<file path="config.mk">
export PLATFORM = sky130hd
export DESIGN_NAME = subpartition_balancer_router
export DESIGN_NICKNAME = d
export VERILOG_FILES = /design/src/hw/rtl/sbr_pkg.sv /design/src/hw/rtl/sbr_packer.sv /design/src/hw/rtl/subpartition_balancer_router.sv
export SDC_FILE = /design/constraint.sdc
export NUM_CORES = 1
export LEC_CHECK = 0
export BUFFER_PORTS_ARGS = -buffer_cell sky130_fd_sc_hd__buf_4
export CAP_MARGIN = 20
export CORE_MARGIN = 4
export CORE_UTILIZATION = 40
export CTS_CLUSTER_DIAMETER = 120
export DETAILED_ROUTE_END_ITERATION = 6
export GPL_ROUTABILITY_DRIVEN = 0
export GPL_TIMING_DRIVEN = 0
export HOLD_SLACK_MARGIN = 0.05
export PLACE_DENSITY_LB_ADDON = 0.12
export SETUP_SLACK_MARGIN = 0.4
export SYNTH_ARGS = -nofsm -noshare
export SYNTH_HDL_FRONTEND = slang
export SYNTH_SLANG_ARGS = --single-unit
</file>
<file path="constraint.sdc">
create_clock -name i_clk -period 9.6 [get_ports i_clk]
set_input_delay 0.48 -clock i_clk [delete_from_list [all_inputs] [get_ports i_clk]]
set_output_delay 0.48 -clock i_clk [all_outputs]
set_load 0.02 [all_outputs]
</file>
<file path="src/hw/rtl/sbr_pkg.sv">
`timescale 1ns / 1ps
// ----------------------------------------------------------------------------
// sbr_pkg: shared types and constants for the subpartition balancer router
// Child and subpartition counts are powers of two, set by their index widths.
// ----------------------------------------------------------------------------
package sbr_pkg;

    localparam int CHILD_W     = 2;
    localparam int CHILD_COUNT = 1 << CHILD_W;
    localparam int SUB_W       = 5;
    localparam int SUB_COUNT   = 1 << SUB_W;
    localparam int NEXT_W      = $clog2(SUB_COUNT + 1);
    localparam int IDX_W       = 3;
    localparam int SIZE_W      = 32;
    localparam int CFG_IDX_W   = 1;

    typedef enum logic [1:0] {
        OP_STAT  = 2'd0,
        OP_ROUTE = 2'd1,
        OP_CLEAR = 2'd2
    } t_opcode;

    localparam logic [CFG_IDX_W-1:0] CFG_USE_MAP    = CFG_IDX_W'(0);
    localparam logic [CFG_IDX_W-1:0] CFG_TWO_INPUTS = CFG_IDX_W'(1);

    // command from the control stage to the packer
    typedef struct packed {
        logic               stat;
        logic               clear;
        logic               two_inputs;
        logic [SIZE_W-1:0]  build_count;
        logic [SIZE_W-1:0]  probe_count;
        logic [SUB_W-1:0]   route_sub;
    } t_pack_cmd;

    // packer view back to the control stage
    typedef struct packed {
        logic [CHILD_W-1:0] child;
        logic [SIZE_W-1:0]  build_size;
        logic [SIZE_W-1:0]  probe_size;
        logic               overflow;
        logic               map_ready_next;
        logic               map_complete;
        logic [CHILD_W-1:0] map_entry;
    } t_pack_res;

endpackage

</file>
<file path="src/hw/rtl/sbr_packer.sv">
`timescale 1ns / 1ps
// ----------------------------------------------------------------------------
// sbr_packer: greedy child packing state and subpartition map
// Holds saturating child sizes, current child, fill count and the map.
// ----------------------------------------------------------------------------
module sbr_packer
    import sbr_pkg::*;
(
    input  logic      i_clk,
    input  logic      i_rst_n,
    input  t_pack_cmd i_cmd,
    output t_pack_res o_res
);

    logic [SIZE_W-1:0]  r_bsz [CHILD_COUNT];
    logic [SIZE_W-1:0]  r_psz [CHILD_COUNT];
    logic [CHILD_W-1:0] r_cur;
    logic [NEXT_W-1:0]  r_next;
    logic               r_complete;
    logic [CHILD_W-1:0] r_map [SUB_COUNT];

    logic [SIZE_W-1:0]  n_bsz;
    logic [SIZE_W-1:0]  n_psz;
    logic               biggest;
    logic               stat_ok;
    logic               last_sub;

    function automatic logic [SIZE_W-1:0] sat_add(input logic [SIZE_W-1:0] a,
                                                  input logic [SIZE_W-1:0] b);
        logic [SIZE_W:0] s;
        s = {1'b0, a} + {1'b0, b};
        return s[SIZE_W] ? '1 : s[SIZE_W-1:0];
    endfunction

    always_comb begin
        n_bsz   = sat_add(r_bsz[r_cur], i_cmd.build_count);
        n_psz   = sat_add(r_psz[r_cur], i_cmd.probe_count);
        biggest = 1'b1;
        // strictly larger than every other child
        for (int k = 0; k < CHILD_COUNT; k++) begin
            if (CHILD_W'(k) != r_cur && !(n_bsz > r_bsz[k])) begin
                biggest = 1'b0;
            end
        end
    end

    assign stat_ok  = i_cmd.stat && !r_complete;
    assign last_sub = (r_next == NEXT_W'(SUB_COUNT - 1));

    always_comb begin
        o_res.child          = r_complete ? '0 : r_cur;
        o_res.build_size     = r_complete ? '0 : n_bsz;
        o_res.probe_size     = (r_complete || !i_cmd.two_inputs) ? '0 : n_psz;
        o_res.overflow       = r_complete;
        o_res.map_complete   = r_complete;
        o_res.map_entry      = r_map[i_cmd.route_sub];
        if (i_cmd.clear) begin
            o_res.map_ready_next = 1'b0;
        end else if (stat_ok && last_sub) begin
            o_res.map_ready_next = 1'b1;
        end else begin
            o_res.map_ready_next = r_complete;
        end
    end

    always_ff @(posedge i_clk) begin
        if (!i_rst_n || i_cmd.clear) begin
            for (int k = 0; k < CHILD_COUNT; k++) begin
                r_bsz[k] <= '0;
                r_psz[k] <= '0;
            end
            r_cur      <= '0;
            r_next     <= '0;
            r_complete <= 1'b0;
        end else if (stat_ok) begin
            r_bsz[r_cur] <= n_bsz;
            if (i_cmd.two_inputs) begin
                r_psz[r_cur] <= n_psz;
            end
            if (biggest) begin
                r_cur <= r_cur + CHILD_W'(1);
            end
            r_next <= r_next + NEXT_W'(1);
            if (last_sub) begin
                r_complete <= 1'b1;
            end
        end
    end

    // map entries: no reset, only read once every entry is rewritten
    always_ff @(posedge i_clk) begin
        if (stat_ok) begin
            r_map[r_next[SUB_W-1:0]] <= r_cur;
        end
    end

    a_complete_full: assert property (@(posedge i_clk) disable iff (!i_rst_n)
        r_complete |-> r_next == NEXT_W'(SUB_COUNT))
        else $error("map complete with fill count short");

    a_stat_counts: assert property (@(posedge i_clk) disable iff (!i_rst_n)
        (i_cmd.stat && !r_complete && !i_cmd.clear) |=> r_next == $past(r_next) + NEXT_W'(1))
        else $error("stat did not advance fill count");

    a_clear_state: assert property (@(posedge i_clk) disable iff (!i_rst_n)
        i_cmd.clear |=> (r_next == '0 && !r_complete && r_cur == '0))
        else $error("clear left packing state");

endmodule

</file>
<file path="src/hw/rtl/subpartition_balancer_router.sv">
`timescale 1ns / 1ps
// ----------------------------------------------------------------------------
// subpartition_balancer_router: greedy hash-join subpartition balancer
//
// Channels: input transactions (i_in_valid / o_in_ready) carry an opcode and
// its operands: stat (build and probe counts of the next subpartition), route
// (hash key and input side) or clear (restart packing). Every input
// transaction yields exactly one output transaction (o_out_valid /
// i_out_ready). Configuration writes use i_cfg_valid / o_cfg_ready with a
// register index (0 use_map, 1 two_inputs) and are always accepted; write
// them only while the block is idle.
// Path: the accepting edge loads the input register; once the result register
// is free it is loaded from the input register through the packing/route
// logic, and o_out_valid rises with it.
// Throughput: one transaction per cycle while i_out_ready is high; the packer's
// saturating add and the compare against the other child sizes are combinational.
// Reset: synchronous, active low. Child sizes, current child, fill count and
// map-complete clear; use_map and two_inputs set to 1. Map entries are not
// reset; they are read only after the whole map is written again.
// Stall: when the receiver holds i_out_ready low, the result register holds
// and one more transaction waits in the input register; o_in_ready then drops.
// ----------------------------------------------------------------------------
module subpartition_balancer_router
    import sbr_pkg::*;
(
    input  logic                 i_clk,
    input  logic                 i_rst_n,
    // input transactions
    input  logic                 i_in_valid,
    output logic                 o_in_ready,
    input  logic [1:0]           i_opcode,
    input  logic [SIZE_W-1:0]    i_build_count,
    input  logic [SIZE_W-1:0]    i_probe_count,
    input  logic [SIZE_W-1:0]    i_hash_key,
    input  logic                 i_input_side,
    // output transactions
    output logic                 o_out_valid,
    input  logic                 i_out_ready,
    output logic [IDX_W-1:0]     o_child_index,
    output logic [SIZE_W-1:0]    o_child_build_size,
    output logic [SIZE_W-1:0]    o_child_probe_size,
    output logic                 o_map_ready,
    output logic                 o_overflow_error,
    // configuration writes
    input  logic                 i_cfg_valid,
    output logic                 o_cfg_ready,
    input  logic [CFG_IDX_W-1:0] i_cfg_index,
    input  logic                 i_cfg_data
);

    // config registers
    logic r_use_map;
    logic r_two_inputs;

    // input register
    logic              r_in_valid;
    logic [1:0]        r_op;
    logic [SIZE_W-1:0] r_bc;
    logic [SIZE_W-1:0] r_pc;
    logic [SIZE_W-1:0] r_hk;
    logic              r_side;

    // result register
    logic              r_out_valid;
    logic [IDX_W-1:0]  r_idx;
    logic [SIZE_W-1:0] r_bsz;
    logic [SIZE_W-1:0] r_psz;
    logic              r_ready;
    logic              r_ovf;

    logic              advance;
    logic              fire;
    t_pack_cmd         pack_cmd;
    t_pack_res         pack_res;

    logic [IDX_W-1:0]  n_idx;
    logic [SIZE_W-1:0] n_bsz;
    logic [SIZE_W-1:0] n_psz;
    logic              n_ovf;
    logic [CHILD_W-1:0] route_base;

    // result register frees when empty or being taken this cycle
    assign advance     = !r_out_valid || i_out_ready;
    assign o_in_ready  = !r_in_valid || advance;
    assign fire        = r_in_valid && advance;
    assign o_cfg_ready = 1'b1;

    always_ff @(posedge i_clk) begin
        if (!i_rst_n) begin
            r_use_map    <= 1'b1;
            r_two_inputs <= 1'b1;
        end else if (i_cfg_valid) begin
            unique case (i_cfg_index)
                CFG_USE_MAP:    r_use_map    <= i_cfg_data;
                CFG_TWO_INPUTS: r_two_inputs <= i_cfg_data;
                default: ;
            endcase
        end
    end

    always_ff @(posedge i_clk) begin
        if (!i_rst_n) begin
            r_in_valid <= 1'b0;
        end else if (o_in_ready) begin
            r_in_valid <= i_in_valid;
        end
    end

    always_ff @(posedge i_clk) begin
        if (o_in_ready && i_in_valid) begin
            r_op   <= i_opcode;
            r_bc   <= i_build_count;
            r_pc   <= i_probe_count;
            r_hk   <= i_hash_key;
            r_side <= i_input_side;
        end
    end

    always_comb begin
        pack_cmd.stat        = fire && (r_op == OP_STAT);
        pack_cmd.clear       = fire && (r_op == OP_CLEAR);
        pack_cmd.two_inputs  = r_two_inputs;
        pack_cmd.build_count = r_bc;
        pack_cmd.probe_count = r_pc;
        pack_cmd.route_sub   = r_hk[SUB_W-1:0];
    end

    sbr_packer u_packer (
        .i_clk   (i_clk),
        .i_rst_n (i_rst_n),
        .i_cmd   (pack_cmd),
        .o_res   (pack_res)
    );

    // map path only when use_map is set and the map is complete; else hash mod child count
    assign route_base = (r_use_map && pack_res.map_complete) ? pack_res.map_entry
                                                             : r_hk[CHILD_W-1:0];

    always_comb begin
        n_idx = '0;
        n_bsz = '0;
        n_psz = '0;
        n_ovf = 1'b0;
        unique case (r_op)
            OP_STAT: begin
                n_idx = IDX_W'(pack_res.child);
                n_bsz = pack_res.build_size;
                n_psz = pack_res.probe_size;
                n_ovf = pack_res.overflow;
            end
            OP_ROUTE: begin
                // side term added even for a single input
                n_idx = IDX_W'(route_base) + (r_side ? IDX_W'(CHILD_COUNT) : IDX_W'(0));
            end
            default: ;  // clear and unused code: all-zero payload
        endcase
    end

    always_ff @(posedge i_clk) begin
        if (!i_rst_n) begin
            r_out_valid <= 1'b0;
        end else if (advance) begin
            r_out_valid <= r_in_valid;
        end
    end

    always_ff @(posedge i_clk) begin
        if (fire) begin
            r_idx   <= n_idx;
            r_bsz   <= n_bsz;
            r_psz   <= n_psz;
            r_ready <= pack_res.map_ready_next;
            r_ovf   <= n_ovf;
        end
    end

    assign o_out_valid        = r_out_valid;
    assign o_child_index      = r_idx;
    assign o_child_build_size = r_bsz;
    assign o_child_probe_size = r_psz;
    assign o_map_ready        = r_ready;
    assign o_overflow_error   = r_ovf;

    a_ovf_ready: assert property (@(posedge i_clk) disable iff (!i_rst_n)
        (o_out_valid && o_overflow_error) |-> o_map_ready)
        else $error("overflow reported before map complete");

    a_ovf_zero: assert property (@(posedge i_clk) disable iff (!i_rst_n)
        (o_out_valid && o_overflow_error)
            |-> (o_child_index == '0 && o_child_build_size == '0 && o_child_probe_size == '0))
        else $error("late stat carried nonzero payload");

    a_empty_ready: assert property (@(posedge i_clk) disable iff (!i_rst_n)
        !o_out_valid |-> o_in_ready)
        else $error("input stalled with empty result register");

endmodule
</file>
==> key figures <==
Synthesis
  • Synthesized flop and latch total: between 400 and 500
  • Synth warn: 0
  • Async set or reset register ratio after synthesis: 0%
  • Synthesized area: approximately 0.026 mm2
  • Distinct cells, synth: 82
  • Yosys top cell area share: 53.5%
  • Main synth FF type: edfxtp_1
  • EDFF count, synth: approximately 460
  • Mapped Cells: 2,147
  • Synth area leader: edfxtp_1
  • Top post-synthesis cells by area: edfxtp_1, ha_1, mux4_2
  • Post-synth net total: 2,455
  • Sequential fraction of the synthesis area: 55.1%
  • Mean Syn Cell Area: 12.0 um2

Worst setup path
  • Levels on crit path: 23
  • Critical-path maximum fanout: 10
  • Cell chain of the critical path: clkbuf_1 > buf_1 > mux4_2 > ha_1 > a21o_1 > o21ai_1 > o211ai_1 > a31oi_1 > nand2_2 > a41o_4 > buf_6 > buf_6 > a21oi_4 > inv_1 > ha_1 > nand4_1 > nor4_1 > a21boi_0 > or3b_2 > a21oi_1 > or4_1 > o21ai_0 > a21oi_1
  • Crit path max-delay family: compound AO/OA/AOI/OAI gates
  • Max incr delay on CP: 0.89 ns
  • Startpoint types: register
  • Crit Path Class: reg2reg
  • Crit path buffers/inverters: 5
  • Worst path arrival time: between 8 and 9 ns
  • Worst reg2reg path depth: 23
  • Crit end category: register
  • Slowest stage cell, crit path: a31oi_1
  • Required @ worst endpoint: 10.10 ns

Clock tree
  • H-tree Lvls: 2
  • Clk Latency, worst-skew pair: 0.63 ns
  • CTS Buf Count: 55
  • CTS tree: yes
  • Root Buffer: clkbuf_16
  • CTS sink cnt: 481
  • Clk pin slew, worst setup/hold paths: 0.06 ns
  • Post-CTS Setup Bufs: 0
  • Worst-case clock buffer depth: 3

Worst hold path
  • Worst hold path type: in2reg
  • Hold Path Cell Cnt: 3

Global route
  • Global Route met3 Usage: between 4 and 5%
  • Total gr overflow: 0
  • Initial antenna violation count: 1
  • First-pass GRT wire length: 109 mm
  • Met1 Use GR: between 20 and 30%
  • Largest net degree at the start of global routing: 44
  • Total global routing track utilization: 20.2%
  • Vias in the first global route: 18,700
  • Met2 Usage GRT: 33.0%
  • GRT busiest layer: met2

Die
  • Io pins: 178
  • CORE AREA: 0.0635 mm2
  • Die ar.: 0.0688 mm2
  • Die span in x: between 200 and 300 um
  • Starting Density: between 40 and 50%
  • Die Y: 262 um
  • Row count: 92

STA
  • Worst-Margin Slew: 1.05 ns
  • Worst slew margin: 29.9%
  • Worst Clk Skew: 0.0313 ns
  • Fin crit share: 87.0%
  • Max Clock Freq: 120 MHz
  • Hold slack: 0.110 ns
  • RSZ-0062 raised after global routing: no
  • Slew Viols, Final: 0
  • Fin crit period: 8.36 ns
  • Final Hold Fails: 0
  • Final setup fails: 0

Placed design
  • Dpl cell area: 0.0284 mm2
  • I/O Buffers: 149
  • Post-detail-place hpwl: 50.9 mm
  • Dpl cells: ~3,200

Flow run
  • Max Cap Viol: 0

Layout
  • Share of cells above drive strength 1: 17.0%
  • Syn-to-layout area delta: 19.8%
  • Fillers: 5,750
  • Finished Layout Cells: between 3,000 and 4,000
  • Post-Layout Inst Area: just over 0.03 mm2
  • # nets final: 2,753

Routing
  • WL final: 70.8 mm
  • Routed WL per cell: 21.2 um
  • Vias per inst: 5.39
  • Detailed Routing Iterations Pass 1: 5
  • ANT nets after route: 0
  • Initial DRC Count: 1,324
  • DRC viols: 0
  • Vias: 18,000

Power and ir drop
  • Clk pwr share: a little under two fifths
  • Psw: 1580 uW
  • Switching share of power: 28.1%
  • Cell internal pwr: 4050 uW
  • Leakage: 0.0124 uW
  • Total power: 5630 uW
  • Power share of the sequential group: 43.3%
  • Pwr/cell area: 182 mW/mm2
  • VDD IR max: 0.000133 V
  • Logic pwr share: 18.9%

Status
  • Status: completed
==> registers in the layout, indices dropped and copies added (netlist names), named ones only <==
name                 flops
u_packer.r_bsz         128
r_use_map                1
u_packer.r_next          6
u_packer.r_complete      1
u_packer.r_cur           2
r_pc                    32
r_op                     2
u_packer.r_psz         128
o_child_index            3
r_in_valid               1
o_map_ready              1
r_two_inputs             1
u_packer.r_map          64
r_bc                    32
o_child_build_size      32
r_side                   1
r_hk                     5
o_child_probe_size      32
o_overflow_error         1
o_out_valid              1
==> path summary, 6_finish.rpt <==
path | startpoint | to | slack (ns)
max reg2reg | register | register | 1.24
min reg2reg | r_hk[4] | register | 0.48
max | register | register | 1.24
min | i_cfg_data | r_two_inputs | 0.11
==> cell usage in the layout (no fill, tap or decap), drive strengths merged, types with 6 or more instances in the layout <==
cell type / instances
o211ai: 9
nor3: 21
nor4: 7
edfxtp: 461
or3: 19
bufinv: 6
and4: 14
and2: 12
xor2: 18
nor2: 428
nor3b: 6
a21boi: 6
mux4: 84
a21o: 42
xnor2: 14
nor2b: 13
a21oi: 142
nand3: 34
o2111ai: 7
o21bai: 7
dfxtp: 20
mux2i: 7
ha: 200
o21a: 14
buf: 193
and3: 13
nand2b: 9
a211oi: 10
inv: 175
clkbuf: 128
mux2: 8
dlygate4sd3: 74
a221oi: 7
a31oi: 11
o21ai: 58
nand4: 31
nand2: 98
clkinv: 25
a221o: 6
or2: 6
==> worst reg2reg max path: cells and delay by family, from the launching register on <==
kind	cells	cell delay [ns]
and+or+nand+nor	5	1.77
buffers and inverters	5	1.99
AOI/OAI and AO/OA	10	2.83
adders and majority gates	2	0.69
DFF	1	0.30
muxes	1	0.63
==> what timing repair did <==
item                                    in CTS  in global routing
endpoints found under the setup margin       0                  0
hold buffers                                74                  0
endpoints found under the hold margin       74                  0
resized for setup                            0                  0
==> synthesized netlist by cell type (12+ instances only) <==
master	instances
a21o_1	42
a21oi_1	125
a21oi_2	12
and3_1	13
and4_1	14
buf_1	13
clkbuf_1	56
dfxtp_1	20
edfxtp_1	461
ha_1	200
inv_1	175
mux4_2	84
nand2_1	97
nand3_1	33
nand4_1	30
nor2_1	413
nor2_4	14
nor2b_1	13
nor3_1	20
o21a_1	14
o21ai_0	54
or3_1	19
xnor2_1	14
xor2_1	18
==> metrics by stage <==
step                      TNS (ns)  util, %  setup slack, ns
after floorplan                  0        -             3.20
after global placement      -67.03     44.1            -1.96
after detailed placement         0     44.7             1.26
after CTS                        0     48.7             1.23
after global routing             0     48.8            0.444
final                            0     48.8             1.24
==> layout make-up <==
type	count	area, um2	area share, %
sequential	481	14200	46.0
multi-input combinational	1407	10700	34.4
timing repair buffer	241	2170	7.01
clock buffer	72	1470	4.74
tap	846	1060	3.42
inverter	177	667	2.15
clock inverter	31	370	1.19
buffer	82	345	1.11
antenna	1	2.50	0.00807
==> metal layers <==
metal	vias up	part of all wire [%]
li1	8512	-
met1	8840	45
met2	529	47
met3	111	6.4
met4	0	2.5
met5	-	0
==> power by group through the flow <==
stage               sequential (uW)  clock, uW  combinational, uW
floorplan                      2490          0                689
global placement               2490          0               1000
detailed placement             2480          0               1040
CTS                            2440       2190               1070
global route                   2440       2270               1190
finish                         2440       2130               1060
==> kinds of logic (layout without fill, tap and decap cells) <==
group | after synthesis | after routing | share of synthesized area (%)
AO/OA/AOI/OAI | 349 | 349 | 9.08
XOR/XNOR | 32 | 32 | 1.08
adder cells (fa/ha/maj) | 202 | 202 | 9.83
buffers and inverters | 259 | 603 | 3.90
flip-flops | 481 | 481 | 55.1
multiplexers | 99 | 99 | 7.93
other | 1 | 2 | 0.0145
AND/OR/NAND/NOR | 724 | 724 | 13.1
Power figures use the tool's default switching activity.
